### src/rtl/rlepk_pkg.sv
// Shared constants, types and the color lookup for the run-length pixel row packer.
package rlepk_pkg;

    localparam int ROW_PIXELS_DEF       = 1200;
    localparam int HALF_ROW_BYTES_DEF   = 300;
    localparam int COUNT_FIELD_BITS_DEF = 5;

    localparam int MAX_RESULTS   = 16;
    localparam int RESULT_CNT_W  = $clog2(MAX_RESULTS + 1);
    localparam int PIXEL_W       = 4;
    localparam int BYTE_COL_W    = 9;
    localparam int COLOR_IDX_W   = 3;

    typedef struct packed {
        logic                  emit;
        logic [BYTE_COL_W-1:0] byte_column;
        logic                  half_row_end;
    } step_t;

    function automatic logic [PIXEL_W-1:0] color_lookup(input logic [COLOR_IDX_W-1:0] idx);
        logic [PIXEL_W-1:0] code;
        case (idx)
            3'd0:    code = 4'h0;
            3'd1:    code = 4'h1;
            3'd2:    code = 4'h3;
            3'd3:    code = 4'h2;
            3'd4:    code = 4'h5;
            3'd5:    code = 4'h6;
            3'd6:    code = 4'h0;
            3'd7:    code = 4'h7;
            default: code = 4'h0;
        endcase
        return code;
    endfunction

endpackage

### src/rtl/rlepk_step.sv
// Per-pixel step unit: row position advance and half-row byte selection.
module rlepk_step #(
    parameter int ROW_PIXELS     = rlepk_pkg::ROW_PIXELS_DEF,
    parameter int HALF_ROW_BYTES = rlepk_pkg::HALF_ROW_BYTES_DEF,
    parameter int COL_W          = $clog2(ROW_PIXELS)
) (
    input  logic               [COL_W-1:0] col,
    input  logic                           half_select,
    output rlepk_pkg::step_t               step,
    output logic               [COL_W-1:0] col_next
);

    localparam int HB_W = $clog2(2 * HALF_ROW_BYTES + 1);
    localparam int BW   = (COL_W > HB_W) ? COL_W : HB_W;

    logic [BW-1:0]    byte_idx;
    logic [BW-1:0]    base;
    logic [BW-1:0]    diff;
    logic             in_half;
    logic [COL_W:0]   col_inc;

    assign byte_idx = BW'(col[COL_W-1:1]);
    assign base     = half_select ? BW'(HALF_ROW_BYTES) : '0;
    assign diff     = byte_idx - base;
    assign in_half  = (byte_idx >= base) && (byte_idx < base + BW'(HALF_ROW_BYTES));

    assign step.emit         = col[0] && in_half;
    assign step.byte_column  = rlepk_pkg::BYTE_COL_W'(diff);
    assign step.half_row_end = (diff == BW'(HALF_ROW_BYTES - 1));

    assign col_inc  = {1'b0, col} + (COL_W + 1)'(1);
    assign col_next = (col_inc >= (COL_W + 1)'(ROW_PIXELS)) ? '0 : col_inc[COL_W-1:0];

endmodule

### src/rtl/rle_pixel_row_packer_core.sv
// Top level of the run-length pixel row packer: stream ports, sequencer, APB register.
//
// Each input beat is a run code (count in the low COUNT_FIELD_BITS bits, color
// index above) that expands into 4-bit pixels packed two per byte along rows
// of ROW_PIXELS pixels; only bytes in the half-row chosen by half_select leave
// as output beats. A single step unit handles one pixel per cycle while the
// output side does not stall, and the next input beat is taken only after a
// run's pixels are stepped and its held byte is flushed. One packed byte
// is held back so the final output beat of a run carries tlast; at most
// MAX_RESULTS beats are sent per run. tlast on the input marks end of image
// and clears the row position and pending nibble after the run.
module rle_pixel_row_packer_core #(
    parameter int ROW_PIXELS       = rlepk_pkg::ROW_PIXELS_DEF,
    parameter int HALF_ROW_BYTES   = rlepk_pkg::HALF_ROW_BYTES_DEF,
    parameter int COUNT_FIELD_BITS = rlepk_pkg::COUNT_FIELD_BITS_DEF
) (
    input  logic        clk,
    input  logic        rst_n,

    input  logic        s_tvalid,
    output logic        s_tready,
    input  logic [7:0]  s_tdata,   // [7:0] run_byte
    input  logic        s_tlast,   // end_of_image

    output logic        m_tvalid,
    input  logic        m_tready,
    output logic [23:0] m_tdata,   // [7:0] pixel_pair, [16:8] byte_column, [23:17] zero
    output logic        m_tuser,   // [0] half_row_end
    output logic        m_tlast,   // last_of_run

    input  logic        psel,
    input  logic        penable,
    input  logic        pwrite,
    input  logic [2:0]  paddr,
    input  logic [31:0] pwdata,
    output logic [31:0] prdata,
    output logic        pready
);

    localparam int COL_W = $clog2(ROW_PIXELS);
    localparam int PW    = rlepk_pkg::PIXEL_W;
    localparam int BCW   = rlepk_pkg::BYTE_COL_W;
    localparam int RCW   = rlepk_pkg::RESULT_CNT_W;

    localparam logic [1:0] ST_IDLE  = 2'd0;
    localparam logic [1:0] ST_RUN   = 2'd1;
    localparam logic [1:0] ST_FLUSH = 2'd2;

    logic [1:0]                  state_reg, state_next;
    logic                        half_select_reg;
    logic [COL_W-1:0]            col_reg, col_next;
    logic [PW-1:0]               pend_reg, pend_next;
    logic [COUNT_FIELD_BITS-1:0] rem_reg, rem_next;
    logic [PW-1:0]               color_reg;
    logic                        eoi_reg;
    logic [RCW-1:0]              n_reg, n_next;

    logic                        hold_valid_reg, hold_valid_next;
    logic [7:0]                  hold_pair_reg, hold_pair_next;
    logic [BCW-1:0]              hold_col_reg, hold_col_next;
    logic                        hold_end_reg, hold_end_next;

    logic                        out_valid_reg, out_valid_next;
    logic [7:0]                  out_pair_reg;
    logic [BCW-1:0]              out_col_reg;
    logic                        out_end_reg;
    logic                        out_last_reg;
    logic                        push, push_last;

    rlepk_pkg::step_t            step;
    logic [COL_W-1:0]            step_col_next;
    logic                        out_free;
    logic                        emit_sel;
    logic                        in_fire;
    logic                        cfg_wr;
    logic [COUNT_FIELD_BITS-1:0] in_count;
    logic [PW-1:0]               in_color;

    rlepk_step #(
        .ROW_PIXELS     (ROW_PIXELS),
        .HALF_ROW_BYTES (HALF_ROW_BYTES),
        .COL_W          (COL_W)
    ) u_step (
        .col         (col_reg),
        .half_select (half_select_reg),
        .step        (step),
        .col_next    (step_col_next)
    );

    assign pready   = 1'b1;
    assign cfg_wr   = psel && penable && pwrite && !paddr[2];
    assign prdata   = paddr[2] ? 32'd0 : {31'd0, half_select_reg};

    assign s_tready = (state_reg == ST_IDLE);
    assign in_fire  = s_tvalid && s_tready;
    assign in_count = s_tdata[COUNT_FIELD_BITS-1:0];
    assign in_color = rlepk_pkg::color_lookup(
                          rlepk_pkg::COLOR_IDX_W'(s_tdata >> COUNT_FIELD_BITS));

    assign out_free = !out_valid_reg || m_tready;
    assign emit_sel = step.emit && (n_reg < RCW'(rlepk_pkg::MAX_RESULTS));

    assign m_tvalid = out_valid_reg;
    assign m_tdata  = {7'd0, out_col_reg, out_pair_reg};
    assign m_tuser  = out_end_reg;
    assign m_tlast  = out_last_reg;

    always_comb
    begin
        state_next      = state_reg;
        col_next        = col_reg;
        pend_next       = pend_reg;
        rem_next        = rem_reg;
        n_next          = n_reg;
        hold_valid_next = hold_valid_reg;
        hold_pair_next  = hold_pair_reg;
        hold_col_next   = hold_col_reg;
        hold_end_next   = hold_end_reg;
        push            = 1'b0;
        push_last       = 1'b0;
        case (state_reg)
            ST_IDLE:
            begin
                if (in_fire)
                begin
                    rem_next   = in_count;
                    n_next     = '0;
                    state_next = (in_count == '0) ? ST_FLUSH : ST_RUN;
                end
            end
            ST_RUN:
            begin
                if (!(emit_sel && hold_valid_reg && !out_free))
                begin
                    if (!col_reg[0])
                    begin
                        pend_next = color_reg;
                    end
                    if (emit_sel)
                    begin
                        push            = hold_valid_reg;
                        hold_valid_next = 1'b1;
                        hold_pair_next  = {pend_reg, color_reg};
                        hold_col_next   = step.byte_column;
                        hold_end_next   = step.half_row_end;
                        n_next          = n_reg + RCW'(1);
                    end
                    col_next = step_col_next;
                    rem_next = rem_reg - COUNT_FIELD_BITS'(1);
                    if (rem_reg == COUNT_FIELD_BITS'(1))
                    begin
                        state_next = ST_FLUSH;
                    end
                end
            end
            ST_FLUSH:
            begin
                if (!hold_valid_reg || out_free)
                begin
                    push            = hold_valid_reg;
                    push_last       = 1'b1;
                    hold_valid_next = 1'b0;
                    if (eoi_reg)
                    begin
                        col_next  = '0;
                        pend_next = '0;
                    end
                    state_next = ST_IDLE;
                end
            end
            default:
            begin
                state_next = ST_IDLE;
            end
        endcase
    end

    always_comb
    begin
        out_valid_next = out_valid_reg;
        if (push)
        begin
            out_valid_next = 1'b1;
        end
        else if (m_tready)
        begin
            out_valid_next = 1'b0;
        end
    end

    always_ff @(posedge clk or negedge rst_n)
    begin
        if (!rst_n)
        begin
            state_reg       <= ST_IDLE;
            half_select_reg <= 1'b0;
            col_reg         <= '0;
            pend_reg        <= '0;
            rem_reg         <= '0;
            n_reg           <= '0;
            hold_valid_reg  <= 1'b0;
            out_valid_reg   <= 1'b0;
        end
        else
        begin
            state_reg      <= state_next;
            col_reg        <= col_next;
            pend_reg       <= pend_next;
            rem_reg        <= rem_next;
            n_reg          <= n_next;
            hold_valid_reg <= hold_valid_next;
            out_valid_reg  <= out_valid_next;
            if (cfg_wr)
            begin
                half_select_reg <= pwdata[0];
            end
        end
    end

    always_ff @(posedge clk)
    begin
        hold_pair_reg <= hold_pair_next;
        hold_col_reg  <= hold_col_next;
        hold_end_reg  <= hold_end_next;
        if (in_fire)
        begin
            color_reg <= in_color;
            eoi_reg   <= s_tlast;
        end
        if (push)
        begin
            out_pair_reg <= hold_pair_reg;
            out_col_reg  <= hold_col_reg;
            out_end_reg  <= hold_end_reg;
            out_last_reg <= push_last;
        end
    end

endmodule

### config.mk
export PLATFORM = sky130hd
export DESIGN_NAME = rle_pixel_row_packer_core
export DESIGN_NICKNAME = d
export VERILOG_FILES = /design/src/rtl/rlepk_pkg.sv /design/src/rtl/rlepk_step.sv /design/src/rtl/rle_pixel_row_packer_core.sv
export SDC_FILE = /design/constraint.sdc
export NUM_CORES = 1
export LEC_CHECK = 0
export ABC_AREA = 1
export ABC_CLOCK_PERIOD_IN_PS = 4700
export CAP_MARGIN = 20
export CORE_MARGIN = 3
export CORE_UTILIZATION = 41
export CTS_CLUSTER_DIAMETER = 50
export DETAILED_ROUTE_END_ITERATION = 7
export DONT_BUFFER_PORTS = 1
export GPL_ROUTABILITY_DRIVEN = 0
export SLEW_MARGIN = 20
export SYNTH_ARGS = -nofsm -noshare
export SYNTH_HDL_FRONTEND = slang
export SYNTH_SLANG_ARGS = --single-unit
### constraint.sdc
create_clock -name clk -period 4.7 [get_ports clk]
set_clock_uncertainty 0.2 [all_clocks]
set_input_delay 0.47 -clock clk [delete_from_list [all_inputs] [get_ports clk]]
set_output_delay 0.47 -clock clk [all_outputs]
set_load 0.1 [all_outputs]
==> results.yml, run 1 <==
worst_setup_path:
  cp-start-kind: "register"
  cp_max_fo: 11
  critical_path_class: "register to register"
  end_kind: "register"
  reg2reg_to: "col_reg[6]"
  arrival_ns: 3.05
  startpoint: "half_select_reg"
  reg2reg_from: "half_select_reg"
  reg2reg_depth: 13
  worstPathRequired_ns: 4.79
  r2r_slack_ns: 1.73
  cp-endpoint: "col_reg[6]"
synth:
  ys_types: 35
  synth_edf_count: 37
  ys_warn_count: 0
  synth-async-reset-ratio_pct: 43.9
  ys_seq_elements: 66
  avgSynthCellArea_sq_um: 8.65
  synthFlopType: "edfxtp_1"
  ys_seq_area_share_pct: 45.5
  syn-cell-area_sq_um: 4040
  syn_inst: 467
  synth_area_leader_cell: "edfxtp_1"
  synthTopCellsByArea: "edfxtp_1 28%, dfrtp_1 18%, nand2_1 10%"
  yosys.area.top_type_share_pct: 27.5
die:
  die_area_sq_um: 11100
  die_h_um: 105
  die_x_um: 105
  rows: 35
  pin_count: 112
  start_util_pct: 42.9
  core_sq_um: 9420
routing:
  routed_via_density: 4.74
  routed_wl_um: 7270
  wire_per_inst_um: 12.0
  num_vias: 2869
  ant_nets: 0
  dr.pass1.iters: 5
  drt_iter0_drc: 103
  drc: 0
clock_network:
  clock_sinks: 66
  cts_tree: "built"
  cts_made_buffers: 9
  cts_setup_buffers: 0
  root_buffer: "clkbuf_8"
  h-tree-depth: 3
  clkTransAtPathRegs_ns: 0.08
  clock_latency_ns: 0.35
  clockBufferDepth: 2
global_routing:
  track_usage_pct: 13.3
  grt_pass1_vias: 2567
  antenna_found_initial: 0
  grt_first_pass_wirelength_um: 11900
  grt_max_degree: 30
  overflow: 0
pwr:
  ir_drop_mv: 0.200
  swShare_pct: 48.1
  totalPowerFinal_mw: 2.21
  comb_power_share_pct: 37.8
  p_seq_share_pct: 42.6
  p_switching_mw: 1.06
  powerDensity_nw_per_um2: 524
  power.share.clock_pct: 19.6
  p_leak_nw: 1.99
  p_int_mw: 1.15
timing:
  setup_violations: 0
  fin_setup_tns_ns: 0
  hold_violations: 0
  tightest_slew_ns: 1.12
  max_slew_margin_pct: 25.7
  fmax_mhz: 337
  slew_viol_final: 0
  period_needed_ns: 2.97
  period_share_pct: 63.1
  rsz0062_at_grt: "false"
finish:
  final_core_util_pct: 44.8
  layout_commonest_cell: "nand2_1"
  fin_cells: 605
  largest_reg_flops: 11
  nets: 542
  drive_above_1_share_pct: 11.3
  multi_input_area_sq_um: 1770
  nFillCells: 909
  regArea_sq_um: 1840
  areaGrowthSynthToFinish_pct: 4.40
  n_antenna_cell: 0
  final_cell_mix: "110 x nand2_1, 49 x inv_1, 41 x conb_1"
flow_run:
  drv_cap: 0
place:
  dpl.hpwl_um: 5340
  port_buffers: 0
  dpl.cell_count: 585
outcome:
  status: "completed"
worst_hold_path:
  hold_class: "primary input to register"
-- critical path, stage by stage, from the launching register on --
cell	delay [ns]
dfrtp_1	0.43
inv_1	0.32
ha_1	0.36
inv_1	0.13
nor2_1	0.06
nor2_1	0.08
nand2_1	0.10
nand2_1	0.09
nand2_2	0.09
nand4_2	0.16
nand2_1	0.07
nor2_1	0.56
nand2_1	0.17
nand2_1	0.09
-- cell families (layout without fill, tap and decap cells) --
logic type	Yosys count	count (layout)	share of synthesized area, %
compound gates	39	39	5.54
xor+xnor	10	10	2.17
fa+ha+maj	20	20	6.38
buf+inv	106	76	14.5
flops	66	66	45.5
other cells	2	41	0.186
simple gates	224	224	25.8
-- layout make-up --
type	count	area share [%]
Multi-Input combinational cell	334	42.0
Sequential cell	66	43.5
Inverter	54	4.81
Clock inverter	6	0.979
Timing Repair Buffer	6	1.54
Clock buffer	10	3.26
Tap cell	129	3.83
-- stage by stage --
stage | hold WS [ns] | setup slack, ns | area (sq um)
after floorplan | -0.0256 | 1.31 | 4190
after global placement | -0.0249 | 1.80 | 3990
after detailed placement | -0.0249 | 1.76 | 3990
after CTS | 0.000607 | 1.73 | 4210
after global routing | 0.0769 | 1.42 | 4220
final | 0.0838 | 1.73 | 4220
-- synthesized netlist by cell type (3+ instances only) --
library cell  count
inv_2             5
clkbuf_1          3
nand2_2          12
nand3_2           4
nor2_4            5
nor2_1           41
a21oi_1           8
o21ai_1           6
nor3_1            5
buf_4            45
dfrtp_1          29
or2_2             3
o21ai_0          17
xor2_1            8
ha_1             19
edfxtp_1         37
inv_1            49
nand4_1           8
nand3_1          30
nand2_1         110
nand3b_1          3
-- worst min-delay path by stage --
| stage | from | end | slack [ns] | depth (start not counted) |
|---|---|---|---|---|
| 3_5_place_dp | rst_n | rem_reg[4] | -0.02 | 0 |
| 5_1_grt | pwdata[0] | half_select_reg | 0.08 | 2 |
| 2_1_floorplan | rst_n | col_reg[0] | -0.03 | 0 |
| 4_1_cts | s_tlast | eoi_reg | 0.0006 | 0 |
| 6_report | pwdata[0] | half_select_reg | 0.08 | 2 |
| 3_3_place_gp | rst_n | rem_reg[4] | -0.02 | 0 |
-- what timing repair did --
action	4_1_cts	5_1_grt
resized for setup	0	0
hold buffers	3	1
endpoints found under the hold margin	30	1
-- power groups by stage --
stage	Combinational (mW)	Sequential, mW	Clock [mW]
floorplan	0.762	0.925	0
global placement	0.811	0.953	0
detailed placement	0.826	0.954	0
CTS	0.838	0.943	0.447
global route	0.942	0.956	0.474
finish	0.835	0.943	0.433
-- routing by layer --
| layer | up-vias | GRT usage [%] | routed length, um |
|---|---|---|---|
| li1 | 1431 | - | - |
| met1 | 1313 | 17.0 | 3300 |
| met2 | 110 | 21.5 | 3410 |
| met3 | 15 | 3.00 | 413 |
| met4 | 0 | 6.00 | 141 |
| met5 | - | 0 | 0 |
(Power assumes the default switching activity.)
==> run 2: changes to the inputs <==
ABC_AREA = 0   (was 1)
ABC_CLOCK_PERIOD_IN_PS = 2850   (was 4700)
clock period = 2.85 ns   (was 4.7 ns; I/O delays follow)
==> results.yml, run 2 <==
outcome:
  status: "completed"
pwr:
  p_seq_share_pct: 33.7
  swShare_pct: 44.9
  comb_power_share_pct: 49.4
  ir_drop_mv: 0.323
  power.share.clock_pct: 16.9
  p_leak_nw: 1.88
  powerDensity_nw_per_um2: 1050
  totalPowerFinal_mw: 4.74
  p_int_mw: 2.61
  p_switching_mw: 2.13
place:
  dpl.hpwl_um: 5190
  dpl.cell_count: 476
  place_ws_ns: -0.0281
  port_buffers: 0
timing:
  slew_viol_final: 0
  whs_ns: 0.0238
  rsz0062_at_grt: "true"
  tightest_slew_ns: 0.884
  fmax_mhz: 357
  setup_violations: 0
  period_needed_ns: 2.80
  max_slew_margin_pct: 41.2
  hold_violations: 0
  layout_setup_ws_ns: 0.0520
  fin_setup_tns_ns: 0
  period_share_pct: 98.2
synth:
  avgSynthCellArea_sq_um: 11.0
  ys_seq_elements: 66
  synthTopCellsByArea: "edfxtp_1 29%, dfrtp_1 19%, buf_4 8.1%"
  ys_types: 60
  synth_edf_count: 37
  synth_common_cells: "41 x buf_4, 37 x edfxtp_1, 29 x dfrtp_1"
  syn_inst: 347
  syn-cell-area_sq_um: 3810
  yosysMostFrequentCell: "buf_4"
  synthFlopType: "edfxtp_1"
  ys_seq_area_share_pct: 48.2
  ys_warn_count: 0
  yosys.area.top_type_share_pct: 29.1
  synth_area_leader_cell: "edfxtp_1"
  synth-async-reset-ratio_pct: 43.9
worst_setup_path:
  cp-start-kind: "register"
  path_cells: "inv_4 -> ha_4 -> or4b_4 -> o31ai_4 -> a21oi_4 -> nor3_2 -> o211ai_1 -> nor2_4 -> buf_12"
  cpMaxStageDelayCell: "or4b_4"
  arrival_ns: 2.65
  cp_max_fo: 17
  worstPathRequired_ns: 2.71
  end_kind: "register"
  critical_path_class: "register to register"
  cpPeakStageDelay_ns: 0.49
routing:
  wire_per_inst_um: 14.5
  drc: 0
  dr.pass1.iters: 5
  drt_iter0_drc: 149
  num_vias: 2728
  routed_wl_um: 7400
  ant_nets: 0
  routed_via_density: 5.34
die:
  rows: 34
  start_util_pct: 42.9
  core_sq_um: 8890
  die_area_sq_um: 10500
  die_h_um: 102
  die_x_um: 102
  pin_count: 112
global_routing:
  track_usage_pct: 14.3
  overflow: 0
  grt_first_pass_wirelength_um: 11600
  grt_pass1_vias: 2447
  grt_max_degree: 30
  antenna_found_initial: 0
finish:
  nets: 469
  n_antenna_cell: 0
  largest_reg_flops: 11
  multi_input_area_sq_um: 1800
  nFillCells: 770
  layout_commonest_cell: "conb_1"
  regArea_sq_um: 1840
  final_cell_mix: "41 x conb_1, 38 x buf_4, 37 x edfxtp_1"
  areaGrowthSynthToFinish_pct: 18.2
  fin_cells: 511
  drive_above_1_share_pct: 21.1
clock_network:
  clock_latency_ns: 0.35
  clock_sinks: 66
  clkTransAtPathRegs_ns: 0.08
  cts_made_buffers: 9
  h-tree-depth: 3
  root_buffer: "clkbuf_8"
  cts_tree: "built"
  clockBufferDepth: 2
worst_hold_path:
  hold_class: "primary input to register"
flow_run:
  drv_cap: 0
[run 2: routing by layer]
layer | track usage, % | up-vias | share of wire [%]
met5 | 0 | - | 0
met4 | 4.84 | 0 | 1.3
met3 | 3.62 | 9 | 5.3
met2 | 24.3 | 98 | 49
met1 | 17.8 | 1312 | 44
li1 | - | 1309 | -
[run 2: cells by family after synthesis]
logic type                 synth area share [%]
AOI/OAI and AO/OA                          14.3
xor gates and xnor gates                   1.15
adders and majority gates                  6.76
buffers and inverters                      10.8
DFF                                        48.2
muxes                                      1.41
other                                     0.197
and+or+nand+nor                            17.2
[run 2: final cells by class]
cell class	instances	area share, %
clock buffers	9	2.75
clock inverters	7	1.66
inverters	15	1.36
multi-input cells	252	39.9
flip-flops and latches	66	40.8
well taps	108	3.00
repair buffers	54	10.6
[run 2: worst paths after layout]
| kind | start | endpoint | slack (ns) | depth (start not counted) |
|---|---|---|---|---|
| max | half_select_reg | out_col_reg[7] | 0.05 | 9 |
| min | s_tdata[4] | state_reg[0] | 0.02 | 3 |
| max reg2reg | half_select_reg | out_col_reg[7] | 0.05 | 9 |
| min reg2reg | hold_pair_reg[4] | out_pair_reg[4] | 0.22 | 0 |
| max in group asynchronous | rst_n | m_tvalid | 2.04 | 2 |
| min in group asynchronous | rst_n | state_reg[1] | 0.22 | 2 |
[run 2: critical path: cells and delay by family (launching register included)]
family / cells / cell delay (ns)
flip-flops: 1 / 0.41
AO/OA/AOI/OAI: 3 / 0.58
buffers and inverters: 2 / 0.28
adder cells (fa/ha/maj): 1 / 0.22
AND/OR/NAND/NOR: 3 / 0.82
[run 2: timing repair]
action,in CTS,in global routing
resized for setup,1,10
pin swaps,3,6
setup endpoints to repair,12,51
hold endpoints to repair,41,0
setup buffers,4,2
hold buffers,13,0
[run 2: per-stage QoR]
step | cell area [sq um] | util [%]
finish | 4510 | 50.7
global route | 4510 | 50.7
CTS | 4460 | 50.1
detailed placement | 4080 | 45.9
global placement | 4080 | 45.9
floorplan | 4020 | -
[run 2: power groups by stage]
stage	logic, mW	clock network, mW	registers, mW
6_report	2.34	0.803	1.60
5_1_grt	2.55	0.859	1.63
4_1_cts	2.27	0.823	1.60
3_5_place_dp	2.19	0	1.62
3_3_place_gp	2.14	0	1.61
2_1_floorplan	1.62	0	1.64
